$ cat src/hw/rtl/prsd_pkg.sv
package prsd_pkg;

  localparam int COORD_BITS_DEF = 16;

  localparam int SUM_BITS  = 52;
  localparam int ACC_BITS  = SUM_BITS + 2;
  localparam int CNT_BITS  = 17;
  localparam int RMSD_BITS = 17;

  // Magnitudes are viewed at a fixed width; one square is exact below 2^HALF_BITS.
  localparam int MAG_BITS  = 34;
  localparam int HALF_BITS = SUM_BITS / 2;

  localparam logic [SUM_BITS-1:0]  SUM_MAX  = {SUM_BITS{1'b1}};
  localparam logic [RMSD_BITS-1:0] RMSD_MAX = {RMSD_BITS{1'b1}};

  localparam int MAX_POINTS    = 65536;
  localparam int CNT_FIELD_MAX = (1 << CNT_BITS) - 1;
  localparam int COUNT_CAP     = (MAX_POINTS < CNT_FIELD_MAX) ? MAX_POINTS : CNT_FIELD_MAX;

  localparam int QDEPTH     = 4;
  localparam int QPTR_BITS  = 2;
  localparam int QCNT_BITS  = QPTR_BITS + 1;

  localparam int DIV_STEPS  = SUM_BITS;
  localparam int SQRT_STEPS = SUM_BITS / 2;
  localparam int STEP_BITS  = 6;

  // One finished set, handed from the accumulator to the back end.
  typedef struct packed {
    logic [SUM_BITS-1:0] sum;
    logic [CNT_BITS-1:0] count;
    logic                sat;
  } set_t;

endpackage

$ cat src/hw/rtl/prsd_front.sv
module prsd_front #(
  parameter int COORD_BITS = prsd_pkg::COORD_BITS_DEF
) (
  input  logic                         clk,
  input  logic                         rst,
  input  logic                         in_valid,
  input  logic signed [COORD_BITS-1:0] ax,
  input  logic signed [COORD_BITS-1:0] ay,
  input  logic signed [COORD_BITS-1:0] az,
  input  logic signed [COORD_BITS-1:0] bx,
  input  logic signed [COORD_BITS-1:0] by_coord,
  input  logic signed [COORD_BITS-1:0] bz,
  input  logic                         last_pair,
  output logic                         set_valid,
  output prsd_pkg::set_t               set_data,
  output logic [1:0]                   lasts_in_flight
);
  import prsd_pkg::*;

  localparam int MW = COORD_BITS + 1;

  logic signed [MW-1:0] diff [3];
  logic [MW-1:0]        mag_in [3];

  logic                 v1, l1;
  logic [MW-1:0]        mag1 [3];

  logic [MAG_BITS-1:0]  mag_w [3];
  logic [HALF_BITS-1:0] mag_lo [3];
  logic [SUM_BITS-1:0]  prod [3];
  logic [2:0]           big_w;

  logic                 v2, l2, big2;
  logic [SUM_BITS-1:0]  sq2 [3];

  logic                 v3, l3, big3;
  logic [ACC_BITS-1:0]  sum3;

  logic [SUM_BITS-1:0]  running_sum;
  logic [CNT_BITS-1:0]  pairs_seen;
  logic                 saturated;

  logic [ACC_BITS-1:0]  total;
  logic                 drop, over;
  logic [SUM_BITS-1:0]  running_sum_next;
  logic [CNT_BITS-1:0]  pairs_seen_next;
  logic                 saturated_next;

  always_comb begin
    diff[0] = {ax[COORD_BITS-1], ax} - {bx[COORD_BITS-1], bx};
    diff[1] = {ay[COORD_BITS-1], ay} - {by_coord[COORD_BITS-1], by_coord};
    diff[2] = {az[COORD_BITS-1], az} - {bz[COORD_BITS-1], bz};
    for (int i = 0; i < 3; i++) begin
      mag_in[i] = diff[i][MW-1] ? MW'(-diff[i]) : MW'(diff[i]);
    end
  end

  always_comb begin
    for (int i = 0; i < 3; i++) begin
      mag_w[i]  = MAG_BITS'(mag1[i]);
      mag_lo[i] = mag_w[i][HALF_BITS-1:0];
      big_w[i]  = |mag_w[i][MAG_BITS-1:HALF_BITS];
      prod[i]   = {{HALF_BITS{1'b0}}, mag_lo[i]} * {{HALF_BITS{1'b0}}, mag_lo[i]};
    end
  end

  // Saturating adds of non-negative terms: clamping once at the end is the same
  // as clamping after each add.
  always_comb begin
    total = ACC_BITS'(running_sum) + sum3;
    drop  = pairs_seen >= CNT_BITS'(COUNT_CAP);
    over  = big3 || (total > ACC_BITS'(SUM_MAX));
    if (drop) begin
      running_sum_next = running_sum;
      pairs_seen_next  = pairs_seen;
      saturated_next   = 1'b1;
    end else begin
      running_sum_next = over ? SUM_MAX : total[SUM_BITS-1:0];
      pairs_seen_next  = pairs_seen + 1'b1;
      saturated_next   = saturated | over;
    end
  end

  assign set_valid       = v3 && l3;
  assign set_data.sum    = running_sum_next;
  assign set_data.count  = pairs_seen_next;
  assign set_data.sat    = saturated_next;
  assign lasts_in_flight = {1'b0, v1 && l1} + {1'b0, v2 && l2};

  always_ff @(posedge clk) begin
    if (rst) begin
      v1 <= 1'b0;
      v2 <= 1'b0;
      v3 <= 1'b0;
      running_sum <= '0;
      pairs_seen  <= '0;
      saturated   <= 1'b0;
    end else begin
      v1 <= in_valid;
      v2 <= v1;
      v3 <= v2;
      if (v3) begin
        if (l3) begin
          running_sum <= '0;
          pairs_seen  <= '0;
          saturated   <= 1'b0;
        end else begin
          running_sum <= running_sum_next;
          pairs_seen  <= pairs_seen_next;
          saturated   <= saturated_next;
        end
      end
    end
  end

  always_ff @(posedge clk) begin
    l1 <= last_pair;
    for (int i = 0; i < 3; i++) begin
      mag1[i] <= mag_in[i];
      sq2[i]  <= prod[i];
    end
    l2   <= l1;
    big2 <= |big_w;
    l3   <= l2;
    big3 <= big2;
    sum3 <= ACC_BITS'(sq2[0]) + ACC_BITS'(sq2[1]) + ACC_BITS'(sq2[2]);
  end

endmodule

$ cat src/hw/rtl/prsd_queue.sv
module prsd_queue (
  input  logic                        clk,
  input  logic                        rst,
  input  logic                        wr_en,
  input  prsd_pkg::set_t              wr_data,
  input  logic                        rd_en,
  output prsd_pkg::set_t              rd_data,
  output logic                        not_empty,
  output logic [prsd_pkg::QCNT_BITS-1:0] count
);
  import prsd_pkg::*;

  set_t                 slots [QDEPTH];
  logic [QPTR_BITS-1:0] wr_ptr, rd_ptr;

  assign rd_data   = slots[rd_ptr];
  assign not_empty = count != '0;

  always_ff @(posedge clk) begin
    if (rst) begin
      wr_ptr <= '0;
      rd_ptr <= '0;
      count  <= '0;
    end else begin
      if (wr_en) wr_ptr <= wr_ptr + 1'b1;
      if (rd_en) rd_ptr <= rd_ptr + 1'b1;
      if (wr_en && !rd_en) count <= count + 1'b1;
      else if (!wr_en && rd_en) count <= count - 1'b1;
    end
  end

  always_ff @(posedge clk) begin
    if (wr_en) slots[wr_ptr] <= wr_data;
  end

endmodule

$ cat src/hw/rtl/prsd_back.sv
module prsd_back (
  input  logic                            clk,
  input  logic                            rst,
  input  logic                            q_valid,
  input  prsd_pkg::set_t                  q_data,
  output logic                            q_take,
  input  logic                            pop,
  output logic                            empty,
  output logic [prsd_pkg::SUM_BITS-1:0]   sum_sq_dev,
  output logic [prsd_pkg::RMSD_BITS-1:0]  rmsd_value,
  output logic [prsd_pkg::CNT_BITS-1:0]   pair_count,
  output logic                            overflow_flag
);
  import prsd_pkg::*;

  localparam logic [1:0] ST_IDLE = 2'd0;
  localparam logic [1:0] ST_DIV  = 2'd1;
  localparam logic [1:0] ST_SQRT = 2'd2;
  localparam logic [1:0] ST_FIN  = 2'd3;

  localparam int ROOT_BITS = SUM_BITS / 2;
  localparam int SREM_BITS = ROOT_BITS + 2;

  logic [1:0]           state;
  logic [STEP_BITS-1:0] step;
  logic [SUM_BITS-1:0]  quot;
  logic [CNT_BITS:0]    rem;
  logic [CNT_BITS-1:0]  divisor;
  set_t                 job;
  logic [ROOT_BITS-1:0] root;
  logic [SREM_BITS-1:0] srem;
  logic                 out_valid;

  logic [CNT_BITS:0]    rem_sh;
  logic                 div_ge;
  logic [SREM_BITS+1:0] srem_sh, trial;
  logic                 sqrt_ge;
  logic                 out_free;

  always_comb begin
    rem_sh  = {rem[CNT_BITS-1:0], quot[SUM_BITS-1]};
    div_ge  = rem_sh >= {1'b0, divisor};
    srem_sh = {srem, quot[SUM_BITS-1:SUM_BITS-2]};
    trial   = {2'b00, root, 2'b01};
    sqrt_ge = srem_sh >= trial;
  end

  assign q_take   = (state == ST_IDLE) && q_valid;
  assign out_free = !out_valid || pop;
  assign empty    = !out_valid;

  always_ff @(posedge clk) begin
    if (rst) begin
      state     <= ST_IDLE;
      out_valid <= 1'b0;
    end else begin
      if (pop && out_valid) out_valid <= 1'b0;
      case (state)
        ST_IDLE: if (q_valid) state <= ST_DIV;
        ST_DIV:  if (step == STEP_BITS'(DIV_STEPS - 1)) state <= ST_SQRT;
        ST_SQRT: if (step == STEP_BITS'(SQRT_STEPS - 1)) state <= ST_FIN;
        ST_FIN: begin
          if (out_free) begin
            out_valid <= 1'b1;
            state     <= ST_IDLE;
          end
        end
        default: state <= ST_IDLE;
      endcase
    end
  end

  always_ff @(posedge clk) begin
    case (state)
      ST_IDLE: begin
        job  <= q_data;
        step <= '0;
        rem  <= '0;
        // A zero count divides as 0 / 1.
        quot    <= (q_data.count == '0) ? '0 : q_data.sum;
        divisor <= (q_data.count == '0) ? CNT_BITS'(1) : q_data.count;
      end
      ST_DIV: begin
        rem  <= div_ge ? (rem_sh - {1'b0, divisor}) : rem_sh;
        quot <= {quot[SUM_BITS-2:0], div_ge};
        if (step == STEP_BITS'(DIV_STEPS - 1)) begin
          step <= '0;
          root <= '0;
          srem <= '0;
        end else begin
          step <= step + 1'b1;
        end
      end
      ST_SQRT: begin
        // Restoring square root, two bits of the mean per step.
        srem <= sqrt_ge ? SREM_BITS'(srem_sh - trial) : SREM_BITS'(srem_sh);
        root <= {root[ROOT_BITS-2:0], sqrt_ge};
        quot <= {quot[SUM_BITS-3:0], 2'b00};
        step <= step + 1'b1;
      end
      ST_FIN: begin
        if (out_free) begin
          sum_sq_dev    <= job.sum;
          pair_count    <= job.count;
          overflow_flag <= job.sat;
          rmsd_value    <= (root > ROOT_BITS'(RMSD_MAX)) ? RMSD_MAX : root[RMSD_BITS-1:0];
        end
      end
      default: step <= '0;
    endcase
  end

endmodule

$ cat src/hw/rtl/point_set_rmsd.sv
// point_set_rmsd: RMS deviation of two streamed 3D point sets.
//
// Input queue: one pair of corresponding points per transfer (push, full),
// signed fixed point. last_pair marks the final pair of a set. A pair is
// taken every cycle while full is low.
// Result queue: one result per set (empty, pop): the saturated sum of squared
// distances, the pair count, the overflow flag and floor(sqrt(sum / count)).
// A result is held on the ports until popped.
// From the transfer of the last pair to empty going low, the set passes the
// difference, square and add stages, is written to and read from the set
// queue, goes through the bit-serial divide and the bit-pair square root,
// and is loaded into the output register.
// Throughput: pairs one per cycle while full is low. The divide and square
// root unit ends one set before it takes the next; up to 4 finished sets
// wait ahead of it, so shorter sets raise full. While the receiver stalls,
// the divider works on and holds its result until the output register frees.
// Reset: empties the queues, clears the running sum, count and overflow flag.
module point_set_rmsd #(
  parameter int COORD_BITS = prsd_pkg::COORD_BITS_DEF
) (
  input  logic                            clk,
  input  logic                            rst,
  input  logic                            push,
  output logic                            full,
  input  logic signed [COORD_BITS-1:0]    ax,
  input  logic signed [COORD_BITS-1:0]    ay,
  input  logic signed [COORD_BITS-1:0]    az,
  input  logic signed [COORD_BITS-1:0]    bx,
  input  logic signed [COORD_BITS-1:0]    by_coord,
  input  logic signed [COORD_BITS-1:0]    bz,
  input  logic                            last_pair,
  output logic                            empty,
  input  logic                            pop,
  output logic [prsd_pkg::SUM_BITS-1:0]   sum_sq_dev,
  output logic [prsd_pkg::RMSD_BITS-1:0]  rmsd_value,
  output logic [prsd_pkg::CNT_BITS-1:0]   pair_count,
  output logic                            overflow_flag
);
  import prsd_pkg::*;

  logic                 accept;
  logic                 set_valid;
  set_t                 set_data;
  logic [1:0]           lasts_in_flight;
  set_t                 q_data;
  logic                 q_valid, q_take;
  logic [QCNT_BITS-1:0] q_count;
  logic [QCNT_BITS:0]   pending;

  // Reserve queue room for every set end still in the front pipeline.
  assign pending = (QCNT_BITS + 1)'(q_count) + (QCNT_BITS + 1)'(lasts_in_flight)
                   + (QCNT_BITS + 1)'(set_valid);
  assign full    = pending >= (QCNT_BITS + 1)'(QDEPTH);
  assign accept  = push && !full;

  prsd_front #(.COORD_BITS(COORD_BITS)) u_front (
    .clk             (clk),
    .rst             (rst),
    .in_valid        (accept),
    .ax              (ax),
    .ay              (ay),
    .az              (az),
    .bx              (bx),
    .by_coord        (by_coord),
    .bz              (bz),
    .last_pair       (last_pair),
    .set_valid       (set_valid),
    .set_data        (set_data),
    .lasts_in_flight (lasts_in_flight)
  );

  prsd_queue u_queue (
    .clk       (clk),
    .rst       (rst),
    .wr_en     (set_valid),
    .wr_data   (set_data),
    .rd_en     (q_take),
    .rd_data   (q_data),
    .not_empty (q_valid),
    .count     (q_count)
  );

  prsd_back u_back (
    .clk           (clk),
    .rst           (rst),
    .q_valid       (q_valid),
    .q_data        (q_data),
    .q_take        (q_take),
    .pop           (pop),
    .empty         (empty),
    .sum_sq_dev    (sum_sq_dev),
    .rmsd_value    (rmsd_value),
    .pair_count    (pair_count),
    .overflow_flag (overflow_flag)
  );

endmodule

$ cat config.mk
export PLATFORM = sky130hd
export DESIGN_NAME = point_set_rmsd
export DESIGN_NICKNAME = d
export VERILOG_FILES = /design/src/hw/rtl/prsd_pkg.sv /design/src/hw/rtl/prsd_front.sv /design/src/hw/rtl/prsd_queue.sv /design/src/hw/rtl/prsd_back.sv /design/src/hw/rtl/point_set_rmsd.sv
export SDC_FILE = /design/constraint.sdc
export NUM_CORES = 2
export LEC_CHECK = 0
export ABC_CLOCK_PERIOD_IN_PS = 12100
export BUFFER_PORTS_ARGS = -buffer_cell sky130_fd_sc_hd__buf_4
export CAP_MARGIN = 20
export CELL_PAD_IN_SITES_DETAIL_PLACEMENT = 0
export CELL_PAD_IN_SITES_GLOBAL_PLACEMENT = 1
export CORE_MARGIN = 4
export CORE_UTILIZATION = 55
export CTS_CLUSTER_SIZE = 8
export DETAILED_ROUTE_END_ITERATION = 6
export PLACE_DENSITY = 0.94
export SYNTH_ARGS = -nofsm -noshare
export SYNTH_HDL_FRONTEND = slang
export SYNTH_HIERARCHICAL = 1
export SYNTH_SLANG_ARGS = --single-unit
$ cat constraint.sdc
create_clock -name clk -period 12.1 [get_ports clk]
set_input_delay 0.605 -clock clk [delete_from_list [all_inputs] [get_ports clk]]
set_output_delay 0.605 -clock clk [all_outputs]
set_load 0.02 [all_outputs]
==> flow_results.xml <==
<?xml version="1.0" encoding="UTF-8"?>
<metrics>
  <group name="outcome">
    <metric name="status" unit="">finished, violations left</metric>
    <metric name="failed_checks" unit="">design-rule violations</metric>
  </group>
  <group name="worst_setup_path">
    <metric name="path_cells" unit="">inv_1 &gt; nor2_1 &gt; inv_1 &gt; fa_1 &gt; fa_1 &gt; inv_1 &gt; fa_1 &gt; fa_1 &gt; fa_1 &gt; inv_1 &gt; fa_1 &gt; inv_1 &gt; ha_1 &gt; and3_1 &gt; nand2_1 &gt; o31a_1 &gt; or4_1 &gt; a31oi_1 &gt; a211oi_1 &gt; nor3_1 &gt; a21o_1 &gt; a21oi_1 &gt; xnor2_1</metric>
    <metric name="path_max_fanout" unit="">15</metric>
    <metric name="worst_path_largest_cell_delay" unit="ns">0.64</metric>
    <metric name="cpMostUsedCell" unit="">sky130_fd_sc_hd__fa_1</metric>
    <metric name="buf_inv_stages_crit_path" unit="">5</metric>
    <metric name="critical_path.endpoint" unit="">u_front/sq2[0][101]</metric>
    <metric name="regToRegSetupSlack" unit="ns">5.00</metric>
    <metric name="reg2reg_end" unit="">u_front/sq2[0][101]</metric>
    <metric name="cp.arrival" unit="ns">7.65</metric>
    <metric name="worst_setup_path_startpoint" unit="">u_front/mag1[0][37]</metric>
    <metric name="path_class" unit="">register to register</metric>
    <metric name="worst-path-stages" unit="">23</metric>
    <metric name="cp_data_required_time" unit="ns">12.65</metric>
    <metric name="timing.critical_path.slowest_stage_cell" unit="">sky130_fd_sc_hd__dfxtp_1</metric>
    <metric name="critical-path-top-delay-family" unit="">adder cells</metric>
    <metric name="start_kind" unit="">register</metric>
    <metric name="r2r_depth" unit="">23</metric>
    <metric name="timing.critical_path.to_type" unit="">register</metric>
    <metric name="rr_startpoint" unit="">u_front/mag1[0][37]</metric>
  </group>
  <group name="route">
    <metric name="wl_per_cell" unit="µm">18.49</metric>
    <metric name="detail_route.wirelength" unit="mm">140.1</metric>
    <metric name="dr.pass1.iters" unit="">7</metric>
    <metric name="via_count_of_the_routed_design" unit="">42510</metric>
    <metric name="drtAntennaViolNets" unit="">0</metric>
    <metric name="viasPerCell" unit="">5.611</metric>
    <metric name="detail_route.iter0.violations" unit="">3193</metric>
    <metric name="drc_errors" unit="">7</metric>
  </group>
  <group name="logic_synthesis">
    <metric name="netlist_top_cells_area" unit="">sky130_fd_sc_hd__edfxtp_1 28%, sky130_fd_sc_hd__fa_1 19%, sky130_fd_sc_hd__ha_1 10%, sky130_fd_sc_hd__dfxtp_1 8.6%, sky130_fd_sc_hd__inv_1 6.4%</metric>
    <metric name="synthXorXnorAreaFrac" unit="%">4.323</metric>
    <metric name="syn-cell-area" unit="mm²">0.06342</metric>
    <metric name="ys_seq_area_share" unit="%">36.25</metric>
    <metric name="register_bit_count_reported_by_yosys" unit="">857</metric>
    <metric name="synth_edf_count" unit="">583</metric>
    <metric name="synth_simple_gate_area_share" unit="%">9.523</metric>
    <metric name="synth.avg_cell_area" unit="µm²">10.91</metric>
    <metric name="async_flop_share" unit="%">0</metric>
    <metric name="post_synth_fa_ha_maj_area_fraction" unit="%">29.35</metric>
    <metric name="synth_compound_gate_area_share" unit="%">9.935</metric>
    <metric name="yosys_warns" unit="">6</metric>
    <metric name="synth_flop_cell" unit="">sky130_fd_sc_hd__edfxtp_1</metric>
    <metric name="synth_top_family_by_area" unit="">adder cells</metric>
    <metric name="yosys-top-cells-count" unit="">1076 x sky130_fd_sc_hd__inv_1, 613 x sky130_fd_sc_hd__fa_1, 583 x sky130_fd_sc_hd__edfxtp_1</metric>
    <metric name="synthDistinctLibCells" unit="">96</metric>
    <metric name="synth_largest_type_area_fraction" unit="%">27.60</metric>
    <metric name="synthesis.nets" unit="">7032</metric>
    <metric name="post-synth-top-count-cell" unit="">sky130_fd_sc_hd__inv_1</metric>
    <metric name="yosys.area.top_type" unit="">sky130_fd_sc_hd__edfxtp_1</metric>
    <metric name="yosys-mux-area-fraction" unit="%">2.916</metric>
    <metric name="post_synth_inst_count" unit="">5811</metric>
  </group>
  <group name="timing">
    <metric name="max_slew_violation_count" unit="">0</metric>
    <metric name="fmax" unit="MHz">140.8</metric>
    <metric name="worst-slew-pin-transition" unit="ns">1.141</metric>
    <metric name="rsz_0062_raised_after_global_routing" unit="">false</metric>
    <metric name="setup_ws" unit="ns">4.997</metric>
    <metric name="timing.final.setup_violations" unit="">0</metric>
    <metric name="layout_min_cycle_time" unit="ns">7.103</metric>
    <metric name="fin_setup_tns" unit="ns">0</metric>
    <metric name="timing.max_slew.rel_slack" unit="%">23.91</metric>
    <metric name="clock-skew-final" unit="ns">0.07606</metric>
    <metric name="period_utilization_post_route" unit="%">58.70</metric>
    <metric name="final_hold_viol_count" unit="">0</metric>
  </group>
  <group name="global_route">
    <metric name="grt_start_max_net_pins" unit="">76</metric>
    <metric name="number_of_global_route_vias_before_repair" unit="">44520</metric>
    <metric name="first_pass_grt_wire_length" unit="mm">230.0</metric>
    <metric name="track_usage" unit="%">23.38</metric>
    <metric name="grt.overflow.total" unit="">0</metric>
    <metric name="antenna_found_initial" unit="">1</metric>
  </group>
  <group name="floorplanning">
    <metric name="io-pin-count" unit="">190</metric>
    <metric name="rows" unit="">124</metric>
    <metric name="core" unit="mm²">0.1143</metric>
    <metric name="fp.dieH" unit="µm">347.6</metric>
    <metric name="die_area" unit="mm²">0.1208</metric>
    <metric name="floorplan.initialDensity" unit="%">55.46</metric>
    <metric name="floorplan.die.width" unit="µm">347.6</metric>
  </group>
  <group name="clock_network">
    <metric name="cts_repair_resize_count" unit="">0</metric>
    <metric name="numCtsBuffers" unit="">119</metric>
    <metric name="postCtsSetupBuffers" unit="">0</metric>
    <metric name="tritoncts" unit="">yes</metric>
    <metric name="root_buffer" unit="">sky130_fd_sc_hd__clkbuf_16</metric>
    <metric name="clock_insertion_delay_worst_skew" unit="ns">0.72</metric>
    <metric name="ctsHoldBuffers" unit="">1</metric>
    <metric name="worst_setup_hold_path_clk_slew" unit="ns">0.06</metric>
    <metric name="tritoncts_num_sinks" unit="">857</metric>
    <metric name="cts_max_level" unit="">3</metric>
    <metric name="cts.path.max_buffers" unit="">3</metric>
  </group>
  <group name="place">
    <metric name="detailed_place_hpwl" unit="mm">102.9</metric>
    <metric name="place.gp.congestion" unit="">0.8806</metric>
    <metric name="buffer_ports.inserted" unit="">189</metric>
    <metric name="dp_worst_setup_slack" unit="ns">5.046</metric>
    <metric name="detailed_place.area" unit="mm²">0.06616</metric>
  </group>
  <group name="job">
    <metric name="drv_cap" unit="">0</metric>
  </group>
  <group name="finish">
    <metric name="nets" unit="">7194</metric>
    <metric name="antenna_cells_inserted" unit="">0</metric>
    <metric name="flow.area_growth_from_synthesis" unit="%">9.943</metric>
    <metric name="finalInstanceArea" unit="mm²">0.06973</metric>
    <metric name="layout-drive-gt1-share" unit="%">8.311</metric>
    <metric name="final.fill_count" unit="">8801</metric>
  </group>
  <group name="min_path">
    <metric name="holdCritPathClass" unit="">input pin to register</metric>
  </group>
</metrics>
## per-stage QoR
step                hold WS, ns  util, %  instances
floorplan                0.3230        -       5811
global placement         0.3694    57.86       7361
detailed placement       0.3651    57.86       7361
CTS                      0.1877    60.97       7574
global route             0.2563    60.98       7576
finish                   0.2360    60.98       7576
## worst reg2reg max path, cell delays in order, from the launching register on
cell and delay (ns):
sky130_fd_sc_hd__dfxtp_1 0.64, sky130_fd_sc_hd__inv_1 0.21, sky130_fd_sc_hd__nor2_1 0.22, sky130_fd_sc_hd__inv_1 0.09
sky130_fd_sc_hd__fa_1 0.50, sky130_fd_sc_hd__fa_1 0.54, sky130_fd_sc_hd__inv_1 0.05, sky130_fd_sc_hd__fa_1 0.45
sky130_fd_sc_hd__fa_1 0.48, sky130_fd_sc_hd__fa_1 0.55, sky130_fd_sc_hd__inv_1 0.05, sky130_fd_sc_hd__fa_1 0.47
sky130_fd_sc_hd__inv_1 0.04, sky130_fd_sc_hd__ha_1 0.38, sky130_fd_sc_hd__and3_1 0.21, sky130_fd_sc_hd__nand2_1 0.06
sky130_fd_sc_hd__o31a_1 0.30, sky130_fd_sc_hd__or4_1 0.60, sky130_fd_sc_hd__a31oi_1 0.34, sky130_fd_sc_hd__a211oi_1 0.13
sky130_fd_sc_hd__nor3_1 0.30, sky130_fd_sc_hd__a21o_1 0.16, sky130_fd_sc_hd__a21oi_1 0.07, sky130_fd_sc_hd__xnor2_1 0.13
## cells in the final DEF (no fill, tap or decap), types with 181 or more instances in the layout
| master | synthesis | layout |
|---|---|---|
| sky130_fd_sc_hd__xnor2_1 | 234 | 234 |
| sky130_fd_sc_hd__dfxtp_1 | 274 | 272 |
| sky130_fd_sc_hd__edfxtp_1 | 583 | 583 |
| sky130_fd_sc_hd__fa_1 | 613 | 613 |
| sky130_fd_sc_hd__inv_1 | 1076 | 1075 |
| sky130_fd_sc_hd__buf_4 | 1 | 215 |
| sky130_fd_sc_hd__nor2_1 | 267 | 264 |
| sky130_fd_sc_hd__a21oi_1 | 274 | 274 |
| sky130_fd_sc_hd__nand2_1 | 403 | 403 |
| sky130_fd_sc_hd__ha_1 | 507 | 506 |
| sky130_fd_sc_hd__and2_1 | 187 | 181 |
## per-layer routing
metal | global-route usage (%) | vias to the layer above | wire length (µm)
li1 | - | 19750 | -
met1 | 29.74 | 20880 | 55890
met2 | 40.54 | 1581 | 69850
met3 | 4.048 | 299 | 9706
met4 | 8.083 | 0 | 4667
met5 | 0 | - | 0
## area by class of cell
type	count	area [µm²]	share of cell area (%)
repair buffers	216	1624	2.329
well taps	1512	1892	2.713
inverters	1078	4046	5.803
flip-flops and latches	857	23000	32.98
multi-input cells	3701	35620	51.09
clock buffers	202	3319	4.761
clock inverters	10	222.7	0.3194
## registers in the layout (all words and copies together) (netlist names), 26 cells and up, named ones only
signal	cells
u_front/sq2	99
u_front/running_sum	52
u_back/sum_sq_dev	52
u_back/srem	28
u_back/quot	52
u_front/mag1	51
u_queue/slots	280
u_back/job	70
u_front/sum3	36
u_back/root	26
## logic make-up (layout without fill, tap and decap cells)
family,count (synthesis),count (layout)
adders and majority gates,1120,1120
AOI/OAI and AO/OA,932,932
buffers and inverters,1253,1506
muxes,96,96
DFF,857,857
and+or+nand+nor,1240,1240
xor gates and xnor gates,313,313
## worst min path at each step
stage | cells after the start | slack, ns | startpoint | to
final | 3 | 0.24 | by_coord[0] | u_front/mag1[0][17]
after global routing | 3 | 0.26 | by_coord[0] | u_front/mag1[0][17]
after floorplan | 0 | 0.32 | u_front/l1 | u_front/l2
after CTS | 3 | 0.19 | by_coord[0] | u_front/mag1[0][17]
after detailed placement | 0 | 0.37 | u_front/l2 | u_front/l3
after global placement | 0 | 0.37 | u_front/l2 | u_front/l3
Power is left out: the tool's default activity adds up to more than one toggle a clock period on the data nets, which glitch-free logic cannot reach.
